===== src/rtl/point_to_polyline_nearest_top_macros.svh =====
// Assertion macros for the nearest-point-on-polyline block.
`ifndef POINT_TO_POLYLINE_NEAREST_TOP_MACROS_SVH
`define POINT_TO_POLYLINE_NEAREST_TOP_MACROS_SVH
`ifndef NO_ASSERTIONS
`define PPN_ASSERT(lbl, prop, msg) \
    lbl: assert property (@(posedge i_clk) disable iff (!i_rst_n) prop) else $error(msg);
`define PPN_ASSERT_ALWAYS(lbl, prop, msg) \
    lbl: assert property (@(posedge i_clk) prop) else $error(msg);
`else
`define PPN_ASSERT(lbl, prop, msg)
`define PPN_ASSERT_ALWAYS(lbl, prop, msg)
`endif
`endif


===== src/rtl/ppn_pkg.sv =====
// Shared types, constants and helpers of the nearest-point-on-polyline block.
`timescale 1ns / 1ps
package ppn_pkg;
    localparam int COORD_W     = 32;
    localparam int MUL_W       = COORD_W + 1;
    localparam int QUEUE_DEPTH = 4;
    localparam int QPTR_W      = $clog2(QUEUE_DEPTH);

    typedef logic signed [COORD_W-1:0] t_coord;
    typedef logic signed [COORD_W:0]   t_diff;

    // One segment job, or a bare end-of-run marker when eval is low.
    typedef struct packed {
        t_coord ax;
        t_coord ay;
        t_coord bx;
        t_coord by;
        t_coord qx;
        t_coord qy;
        logic   eval;
        logic   fin;
    } t_job;

    function automatic logic [MUL_W-1:0] mag(input t_diff v);
        logic [MUL_W-1:0] r;
        r = v[COORD_W] ? $unsigned(-v) : $unsigned(v);
        return r;
    endfunction
endpackage


===== src/rtl/ppn_queue.sv =====
// Short job queue between the front end and the segment engine.
`timescale 1ns / 1ps
`include "point_to_polyline_nearest_top_macros.svh"
module ppn_queue (
    input  logic          i_clk,
    input  logic          i_rst_n,
    input  logic          i_push,
    input  ppn_pkg::t_job i_job,
    input  logic          i_pop,
    output logic          o_full,
    output logic          o_empty,
    output ppn_pkg::t_job o_job
);
    ppn_pkg::t_job                 r_mem [ppn_pkg::QUEUE_DEPTH];
    logic [ppn_pkg::QPTR_W-1:0]    r_wr, r_rd;
    logic [ppn_pkg::QPTR_W:0]      r_cnt;
    logic                          w_push, w_pop;

    assign o_full  = (r_cnt == (ppn_pkg::QPTR_W+1)'(ppn_pkg::QUEUE_DEPTH));
    assign o_empty = (r_cnt == '0);
    assign o_job   = r_mem[r_rd];
    assign w_push  = i_push && !o_full;
    assign w_pop   = i_pop && !o_empty;

    always_ff @(posedge i_clk) begin
        if (w_push) begin
            r_mem[r_wr] <= i_job;
        end
    end

    always_ff @(posedge i_clk) begin
        if (!i_rst_n) begin
            r_wr  <= '0;
            r_rd  <= '0;
            r_cnt <= '0;
        end else begin
            if (w_push) r_wr <= r_wr + 1'b1;
            if (w_pop)  r_rd <= r_rd + 1'b1;
            if (w_push && !w_pop)      r_cnt <= r_cnt + 1'b1;
            else if (w_pop && !w_push) r_cnt <= r_cnt - 1'b1;
        end
    end

    `PPN_ASSERT(a_no_push_full, o_full |-> !i_push, "job pushed into a full queue")
    `PPN_ASSERT(a_cnt_up, (w_push && !w_pop) |=> (r_cnt == $past(r_cnt) + 1'b1), "count lost")
endmodule


===== config.mk =====
export PLATFORM = sky130hd
export DESIGN_NAME = ppn_queue
export DESIGN_NICKNAME = d
export VERILOG_FILES = /design/src/rtl/ppn_pkg.sv /design/src/rtl/ppn_queue.sv
export VERILOG_INCLUDE_DIRS = /design/src /design/src/rtl
export SDC_FILE = /design/constraint.sdc
export NUM_CORES = 1
export LEC_CHECK = 0
export BUFFER_PORTS_ARGS = -buffer_cell sky130_fd_sc_hd__clkbuf_2
export CAP_MARGIN = 5
export CORE_MARGIN = 5
export CORE_UTILIZATION = 45
export CTS_BUF_LIST = sky130_fd_sc_hd__clkbuf_8
export DETAILED_ROUTE_END_ITERATION = 10
export GPL_TIMING_DRIVEN = 0
export HOLD_SLACK_MARGIN = 0.08
export MAX_ROUTING_LAYER = met4
export PLACE_DENSITY = 0.75
export SLEW_MARGIN = 20
export SYNTH_ARGS = -nofsm -noshare
export SYNTH_HDL_FRONTEND = slang
export SYNTH_SLANG_ARGS = --single-unit

===== constraint.sdc =====
create_clock -name i_clk -period 9.4 [get_ports i_clk]
set_input_delay 2.35 -clock i_clk [delete_from_list [all_inputs] [get_ports i_clk]]
set_output_delay 2.35 -clock i_clk [all_outputs]
set_load 0.01 [all_outputs]

==> results.sh <==
export IMPL_cts_sinks=785
export IMPL_synth_nets=1266
export IMPL_rsz0062_at_grt="no"
export IMPL_syn_to_final_growth_pct=20.53
export IMPL_cts_tree="yes"
export IMPL_cap_violations=0
export IMPL_cp_slowest_stage_delay_ps=720
export IMPL_die_area_um2=68410
export IMPL_finalCritPeriodShare_pct=57.01
export IMPL_synth_ff_type="edfxtp_1"
export IMPL_whs_ps=510.7
export IMPL_worst_pin_slew_ps=927.6
export IMPL_finalSetupViolCount=0
export IMPL_powerDensity_nw_per_um2=270.9
export IMPL_max_freq_mhz=186.6
export IMPL_wl_met2_um=29190
export IMPL_avgViaCountPerCell=5.139
export IMPL_overflow=0
export IMPL_wire_per_inst_um=22.66
export IMPL_core_um2=62850
export IMPL_clkPwrFrac_pct=29.0
export IMPL_cp_start_kind="register"
export IMPL_numCtsBuffers=120
export IMPL_drv_slew=0
export IMPL_relSlewSlack_pct=38.16
export IMPL_cts_resized=0
export IMPL_layout_commonest_cell="edfxtp_1"
export IMPL_combPwrFrac_pct=24.5
export IMPL_top_layer="met4"
export IMPL_cp_max_fo=10
export IMPL_finClkSkew_ps=42.40
export IMPL_synth_cells=1062
export IMPL_wl_met1_um=22260
export IMPL_ir_worst_vdd_mv=0.2067
export IMPL_required_ps=7050
export IMPL_rows=92
export IMPL_clk_pin_slew_ps=60
export IMPL_drt_pass1_iter_count=5
export IMPL_grt_total_usage_pct=17.22
export IMPL_switching_share_pct=27.32
export IMPL_post_cts_buffers=0
export IMPL_crit_top_cell="buf_2"
export IMPL_wl_met3_um=4595
export IMPL_ys_seq_area_share_pct=82.46
export IMPL_clk_latency_ps=720
export IMPL_antenna_found_initial=6
export IMPL_antenna_left=0
export IMPL_fin_cells=2542
export IMPL_io_buffers=392
export IMPL_ys_warn_count=0
export IMPL_hpwl_um=37970
export IMPL_grt_pass1_wl_um=85830
export IMPL_status="complete, no violations"
export IMPL_synth_enable_flop_cells=776
export IMPL_die_w_um=261.6
export IMPL_crit_type="register to output port"
export IMPL_critPathSlowestCell="clkbuf_1"
export IMPL_pin_count=394
export IMPL_worst_ep_arrival_time_ps=3010
export IMPL_nets=1800
export IMPL_cp_end_kind="output port"
export IMPL_p_int_mw=6.758
export IMPL_drive_above_1_share_pct=47.31
export IMPL_drtIter0Drc=946
export IMPL_clockRootBuffer="clkbuf_8"
export IMPL_cp_cell_sequence="buf_2, clkbuf_1, buf_2, mux4_2, clkbuf_2"
export IMPL_cts_max_path_buffers=3
export IMPL_die_h_um=261.6
export IMPL_final_cell_mix="776 x edfxtp_1, 392 x clkbuf_2, 194 x mux4_2"
export IMPL_grt_max_degree=47
export IMPL_grt_pass1_vias=14140
export IMPL_min_path_type="register to register"
export IMPL_power_frac_seq_pct=46.5
export IMPL_p_leak_nw=11.72
export IMPL_cts_hold_buf=0
export IMPL_fin_crit_ps=5359
export IMPL_synth_cell_types=22
export IMPL_synth_async_reset_ratio_pct=0
export IMPL_yosys_register_bits=785
export IMPL_cp_top_family="buffers and inverters"
export IMPL_p_sw_mw=2.541
export IMPL_vias=13060
export IMPL_netlist_area_um2=28480
export IMPL_drt_total_wl_um=57610
export IMPL_drc_errors=0
export IMPL_cp_num_buf_inv=4
export IMPL_htreeDepth=3
export IMPL_gp_congestion=0.7217
export IMPL_initial_core_util_pct=45.31
export IMPL_syn_avg_cell_area_um2=26.81
export IMPL_hold_viol_final=0
export IMPL_dpl_cell_count=2320
final timing paths:
kind,slack [ps],end,from,cells after the start
worst max-delay path,4040,o_job[76],register,5
worst min-delay path,510,r_wr[1],r_wr[1],2
worst max register to register,6800,r_cnt[2],r_cnt[0],9
worst min register to register,510,r_wr[1],r_wr[1],2
registers in the layout, summed over array words and instances, names as in the netlist, named ones only:
name and count:
r_cnt 3, r_mem 776, r_rd 2, r_wr 2
synth_stat cells, types with 2 or more instances:
cell | n | area, um^2
and2_1 | 8 | 50.05
ha_1 | 5 | 62.56
mux2i_1 | 3 | 30.03
nand2_1 | 4 | 15.01
buf_2 | 21 | 105.1
xnor2_1 | 3 | 26.28
clkbuf_1 | 6 | 22.52
edfxtp_1 | 776 | 23300
mux4_2 | 194 | 4369
inv_1 | 3 | 11.26
buf_6 | 19 | 214.0
nor2b_1 | 2 | 12.51
dfxtp_1 | 9 | 180.2
cells by family after synthesis:
family          synth area share (%)
fa+ha+maj                     0.2900
mux                            15.45
xor+xnor                      0.1230
compound gates                0.1011
buf+inv                        1.239
flops                          82.46
simple gates                  0.3383
power by group through the flow:
stage,logic [mW],registers [mW],clock network [mW]
global route,2.46,4.35,2.94
detailed placement,2.35,4.40,0
finish,2.28,4.32,2.69
global placement,2.25,4.51,0
CTS,2.35,4.33,2.78
floorplan,1.41,4.44,0
per-layer routing:
metal | track usage (%) | up-vias
li1 | - | 5734
met1 | 21.54 | 6768
met2 | 27.19 | 457
met3 | 5.129 | 105
met4 | 6.146 | 0
met5 | - | -
worst min-delay path, stage by stage, from the launching register on:
cell,delay (ps)
dfxtp_1,340
nand2_1,70
mux2i_1,60
area by class of cell:
class / instances / area (um^2)
well taps: 846 / 1059
fillers: 4726 / 28530
clock buffers: 120 / 1652
plain buffers: 46 / 341.6
inverters: 3 / 11.26
multi-input cells: 228 / 4652
repair buffers: 412 / 2452
flip-flops and latches: 785 / 23480
diodes: 7 / 17.52
clock inverters: 95 / 656.9
through the flow:
| stage | area [um^2] | power (mW) | setup TNS, ps | worst slack (ps) | utilization [%] |
|---|---|---|---|---|---|
| 2_1_floorplan | 28480 | 5.851 | 0 | 1664 | - |
| 3_3_place_gp | 31500 | 6.762 | -1624940 | -2125 | 50.12 |
| 3_5_place_dp | 32000 | 6.743 | 0 | 4677 | 50.91 |
| 4_1_cts | 34310 | 9.456 | 0 | 3843 | 54.58 |
| 5_1_grt | 34320 | 9.751 | 0 | 3817 | 54.61 |
| 6_report | 34320 | 9.299 | 0 | 4041 | 54.61 |
(Power assumes the default switching activity.)
