<file path="src/rtl/point_to_polyline_nearest_top_macros.svh">
// Assertion macros for the nearest-point-on-polyline block.
`ifndef POINT_TO_POLYLINE_NEAREST_TOP_MACROS_SVH
`define POINT_TO_POLYLINE_NEAREST_TOP_MACROS_SVH
`ifndef NO_ASSERTIONS
`define PPN_ASSERT(lbl, prop, msg) \
    lbl: assert property (@(posedge i_clk) disable iff (!i_rst_n) prop) else $error(msg);
`define PPN_ASSERT_ALWAYS(lbl, prop, msg) \
    lbl: assert property (@(posedge i_clk) prop) else $error(msg);
`else
`define PPN_ASSERT(lbl, prop, msg)
`define PPN_ASSERT_ALWAYS(lbl, prop, msg)
`endif
`endif

</file>
<file path="src/rtl/ppn_pkg.sv">
// Shared types, constants and helpers of the nearest-point-on-polyline block.
`timescale 1ns / 1ps
package ppn_pkg;
    localparam int COORD_W     = 32;
    localparam int MUL_W       = COORD_W + 1;
    localparam int QUEUE_DEPTH = 4;
    localparam int QPTR_W      = $clog2(QUEUE_DEPTH);

    typedef logic signed [COORD_W-1:0] t_coord;
    typedef logic signed [COORD_W:0]   t_diff;

    // One segment job, or a bare end-of-run marker when eval is low.
    typedef struct packed {
        t_coord ax;
        t_coord ay;
        t_coord bx;
        t_coord by;
        t_coord qx;
        t_coord qy;
        logic   eval;
        logic   fin;
    } t_job;

    function automatic logic [MUL_W-1:0] mag(input t_diff v);
        logic [MUL_W-1:0] r;
        r = v[COORD_W] ? $unsigned(-v) : $unsigned(v);
        return r;
    endfunction
endpackage

</file>
<file path="src/rtl/ppn_front.sv">
// Front end: tracks polygon state and turns each vertex into segment jobs.
`timescale 1ns / 1ps
module ppn_front (
    input  logic          i_clk,
    input  logic          i_rst_n,
    input  logic          i_cfg_valid,
    input  logic          i_cfg_data,
    input  logic          i_s_tvalid,
    output logic          o_s_tready,
    input  logic [127:0]  i_s_tdata,
    input  logic [1:0]    i_s_tuser,
    input  logic          i_s_tlast,
    input  logic          i_full,
    output logic          o_push,
    output ppn_pkg::t_job o_job
);
    logic            r_closed;
    logic            r_in_poly;
    logic            r_ph;
    ppn_pkg::t_coord r_fx, r_fy, r_px, r_py;

    ppn_pkg::t_coord w_qx, w_qy, w_vx, w_vy, w_fx, w_fy;
    logic            w_new, w_seg1, w_seg2, w_endp, w_two, w_accept;
    ppn_pkg::t_job   w_j1, w_j2, w_jf;

    assign w_qx   = i_s_tdata[31:0];
    assign w_qy   = i_s_tdata[63:32];
    assign w_vx   = i_s_tdata[95:64];
    assign w_vy   = i_s_tdata[127:96];
    assign w_new  = i_s_tuser[0] || !r_in_poly;
    assign w_endp = i_s_tuser[1] || i_s_tlast;
    assign w_seg1 = !w_new;
    assign w_seg2 = w_endp && r_closed;
    assign w_two  = w_seg1 && w_seg2;
    assign w_fx   = w_new ? w_vx : r_fx;
    assign w_fy   = w_new ? w_vy : r_fy;

    always_comb begin
        w_j1 = '{ax: r_px, ay: r_py, bx: w_vx, by: w_vy, qx: w_qx, qy: w_qy,
                 eval: 1'b1, fin: i_s_tlast && !w_seg2};
        w_j2 = '{ax: w_vx, ay: w_vy, bx: w_fx, by: w_fy, qx: w_qx, qy: w_qy,
                 eval: 1'b1, fin: i_s_tlast};
        w_jf = '{ax: w_vx, ay: w_vy, bx: w_vx, by: w_vy, qx: w_qx, qy: w_qy,
                 eval: 1'b0, fin: 1'b1};
    end

    // A vertex that needs two segments is held until its second segment is pushed.
    assign o_s_tready = !i_full && (r_ph || !w_two);
    assign w_accept   = i_s_tvalid && o_s_tready;
    assign o_push     = i_s_tvalid && !i_full && (r_ph || w_seg1 || w_seg2 || i_s_tlast);
    assign o_job      = r_ph ? w_j2 : (w_seg1 ? w_j1 : (w_seg2 ? w_j2 : w_jf));

    always_ff @(posedge i_clk) begin
        if (!i_rst_n) begin
            r_closed  <= 1'b0;
            r_in_poly <= 1'b0;
            r_ph      <= 1'b0;
            r_fx      <= '0;
            r_fy      <= '0;
            r_px      <= '0;
            r_py      <= '0;
        end else begin
            if (i_cfg_valid) begin
                r_closed <= i_cfg_data;
            end
            if (w_accept) begin
                r_ph      <= 1'b0;
                r_in_poly <= !w_endp;
                r_fx      <= w_fx;
                r_fy      <= w_fy;
                r_px      <= w_vx;
                r_py      <= w_vy;
            end else if (o_push) begin
                r_ph <= 1'b1;
            end
        end
    end
endmodule

</file>
<file path="config.mk">
export PLATFORM = sky130hd
export DESIGN_NAME = ppn_front
export DESIGN_NICKNAME = d
export VERILOG_FILES = /design/src/rtl/point_to_polyline_nearest_top_macros.svh /design/src/rtl/ppn_pkg.sv /design/src/rtl/ppn_front.sv
export SDC_FILE = /design/constraint.sdc
export NUM_CORES = 1
export LEC_CHECK = 0
export BUFFER_PORTS_ARGS = -buffer_cell sky130_fd_sc_hd__buf_2
export CAP_MARGIN = 20
export CORE_UTILIZATION = 30
export CTS_BUF_LIST = sky130_fd_sc_hd__clkbuf_8 sky130_fd_sc_hd__clkbuf_16
export CTS_CLUSTER_SIZE = 40
export DETAILED_ROUTE_END_ITERATION = 10
export SLEW_MARGIN = 20
export SYNTH_ARGS = -nofsm -noshare
export SYNTH_HDL_FRONTEND = slang
export SYNTH_SLANG_ARGS = --single-unit
</file>
<file path="constraint.sdc">
create_clock -name i_clk -period 1.85 [get_ports i_clk]
set_input_delay 0.185 -clock i_clk [delete_from_list [all_inputs] [get_ports i_clk]]
set_output_delay 0.185 -clock i_clk [all_outputs]
set_load 0.1 [all_outputs]
</file>
==> run_results.csv <==
group,metric,value,unit
setup_path,endpoint_kind,"primary output",
floorplanning,rows,56,
placement,dp_worst_setup_slack,0.0460,ns
sta,fin_skew,0.0115,ns
power_and_ir_drop,ir_drop,0.500,mV
logic_synthesis,synth_top_area_share,0.361,
sta,slew-limit-headroom,0.548,
setup_path,r2r_cells,9,
layout,postLayoutCellArea,12000,sq um
sta,rsz0062_at_grt,"true",
outcome,status,"finished with violations",
sta,finalHoldViolCount,0,
hold_path,hold-path-endpoint,"r_closed",
clock_tree,path_clk_slew,0.07,ns
layout,final_nets,1074,
logic_synthesis,synth_compound_gate_area_share,0.115,
power_and_ir_drop,power,9.69,mW
setup_path,crit_path_top_delay_cell,"dfxtp_2",
logic_synthesis,yosysSeqAreaShare,0.361,
grt,grt_pass1_wl,35000,um
floorplanning,die_h,158,um
floorplanning,core_area,23600,sq um
layout,fillers,2076,
setup_path,cp_max_fo,8,
clock_tree,clk_latency,0.42,ns
grt,first_global_vias,6155,
detailed_routing,avgViaCountPerCell,4.97,
job,cap_violations,0,
clock_tree,cts_buffer_depth,2,
hold_path,min_path_type,"input port to register",
hold_path,min_from,"i_cfg_data",
detailed_routing,drc_errors,0,
detailed_routing,drtIter0Drc,382,
sta,setup_viol,130,
logic_synthesis,ys_types,27,
setup_path,worstPathCellList,"nor3b_4 -> buf_6 -> buf_12 -> buf_12 -> mux2_4 -> buf_12",
setup_path,worstSetupPathType,"register to primary output",
logic_synthesis,synthAdderAreaFrac,0,
layout,utilization,0.507,
logic_synthesis,synth_xor_area_frac,0,
logic_synthesis,syn_area,7260,sq um
sta,tightestPinTransition,0.678,ns
logic_synthesis,synthSimpleGateAreaFrac,0.124,
sta,timing.final.crit_period,2.08,ns
layout,syn2layout_area_growth,64.9,%
setup_path,r2r-start,"r_in_poly",
sta,min_period_over_period,1.12,
setup_path,crit_path_start_kind,"register",
sta,slew_viol_final,0,
sta,setup_tns,-22.86,ns
power_and_ir_drop,power.leakage,5.16,nW
outcome,failed_checks,"negative setup slack",
detailed_routing,vias,6313,
logic_synthesis,syn_inst,799,
logic_synthesis,synth_top_family_by_area,"multiplexers",
floorplanning,pin_count,333,
logic_synthesis,synth_area_leader_cell,"dfxtp_1",
hold_path,whs_path_depth,3,
grt,grt_use_total,0.186,
clock_tree,cts_tree,"yes",
setup_path,crit_path_frequent_cell,"buf_12",
clock_tree,cts-root-buf,"clkbuf_16",
sta,timing.fmax,481,MHz
power_and_ir_drop,powerDensity,809,nW/um^2
grt,grt_max_degree,65,
placement,port-buffer-count,204,
detailed_routing,ant_nets,0,
placement,dp_hpwl,13100,um
clock_tree,cts_inserted_buffers,17,
clock_tree,cts_sinks,131,
logic_synthesis,synth_area_leaders,"dfxtp_1 36%, mux2_2 20%, mux2i_1 9.0%",
placement,gp_congestion,0.715,
clock_tree,cts_max_level,4,
floorplanning,start_util,0.308,
logic_synthesis,yosys_warnings,0,
layout,drive_gt1_frac,0.453,
logic_synthesis,syn_area_per_cell,9.09,sq um
sta,finalWorstSetupSlack,-0.227,ns
detailed_routing,drtPass1Iterations,4,
logic_synthesis,syn-num-nets,936,
clock_tree,hold_buffers,0,
setup_path,worstReg2RegEnd,"r_px[7]",
floorplanning,dieArea,24800,sq um
setup_path,required,1.66,ns
setup_path,max_stage_delay,0.34,ns
floorplanning,die_x,158,um
grt,antenna_found_initial,3,
detailed_routing,drt-wirelength-per-cell,19.6,um
placement,placed_cell_area,9180,sq um
logic_synthesis,ys_seq_elements,131,
logic_synthesis,yosys-mux-area-fraction,0.288,
grt,grt_overflow,0,
setup_path,worstPathArrival,1.89,ns
detailed_routing,finalWirelength,24900,um
setup_path,r2r_setup_slack,0,ns
==> kinds of logic after synthesis <==
kind of cell    after synthesis
mux                         193
simple gates                208
flops                       131
buf+inv                     134
compound gates              133
==> per-stage QoR <==
stage,hold slack (ns),instances
floorplan,0.327,799
global route,0.0127,1271
finish,0.0235,1271
global placement,0.371,1207
detailed placement,0.371,1207
CTS,0.00672,1252
==> registers in the layout, summed over array words and instances, names as in the netlist <==
register,flops
r_px,32
r_closed,1
r_fy,32
r_ph,1
r_fx,32
r_in_poly,1
r_py,32
==> power breakdown <==
part	switching, mW	internal, mW	leakage (nW)
sequential	0.0710	2.96	1.07
combinational	1.83	1.12	3.79
clock	1.39	2.31	0.304
total	3.30	6.39	5.16
==> cell usage after synthesis <==
library cell and n:
a21boi_1 8, a21bo_2 1, nor4b_1 1, nor2b_1 2, a21oi_2 1, or3_1 1, nor3b_2 1, nor4_1 1
a21boi_0 56, o21ai_1 1, nand2_2 1, mux2_2 128, and2b_1 1, buf_4 70, o21ai_0 64, nand3_1 65
buf_1 2, o21a_1 1, dfxtp_1 131, a21oi_1 1, nand2b_1 2, buf_2 15, mux2i_1 65, clkbuf_1 43
nor2_1 3, buf_6 4, nand2_1 130
==> cells in the final DEF, fill, tap and decap left out, types with 2 or more instances in the layout <==
master,instances
a21boi_0,56
a21oi_4,2
mux2_4,117
buf_16,10
nand2_1,129
mux2i_1,65
clkinvlp_4,3
buf_4,9
dfxtp_2,2
nand3_1,65
buf_8,3
nand2b_2,2
clkinv_4,3
nor2_1,2
mux2_2,11
a21boi_1,8
inv_6,3
bufinv_16,4
diode_2,2
clkbuf_16,26
nand2_4,2
dfxtp_1,129
buf_12,146
buf_2,71
buf_6,4
o21ai_0,64
==> per-layer routing <==
metal / vias up / track usage / wire [um]
li1: 2980 / - / -
met1: 3103 / 0.221 / 10600
met2: 204 / 0.315 / 12500
met3: 26 / 0.0619 / 1510
met4: 0 / 0.0550 / 306
met5: - / 0 / 0
==> how the worst max path moves through the flow <==
stage | start | endpoint | depth (start not counted)
floorplan | r_in_poly | o_s_tready | 4
global placement | r_in_poly | o_job[179] | 4
detailed placement | r_in_poly | o_job[181] | 4
CTS | r_ph | o_job[136] | 6
global route | r_in_poly | o_job[138] | 6
finish | r_in_poly | o_job[138] | 6
==> final cells by class <==
type / count / area, sq um / area share
well taps: 319 / 399 / 0.0333
clock inverters: 14 / 200 / 0.0167
flip-flops and latches: 131 / 2630 / 0.219
diodes: 2 / 5.00 / 0.000418
multi-input cells: 535 / 4370 / 0.365
repair buffers: 252 / 3940 / 0.329
clock buffers: 18 / 439 / 0.0367
==> critical path, delay by kind of cell, from the launching register on <==
kind | cells | cell delay [ns]
buffers and inverters | 4 | 0.61
and+or+nand+nor | 1 | 0.18
muxes | 1 | 0.33
DFF | 1 | 0.34
==> timing repair <==
| item | CTS | global route |
|---|---|---|
| pin swaps | 2 | 5 |
| gates cloned | 8 | 11 |
| setup endpoints to repair | 132 | 137 |
| buffers inserted | 5 | 7 |
| gates resized for setup | 290 | 130 |
(Power assumes the default switching activity.)
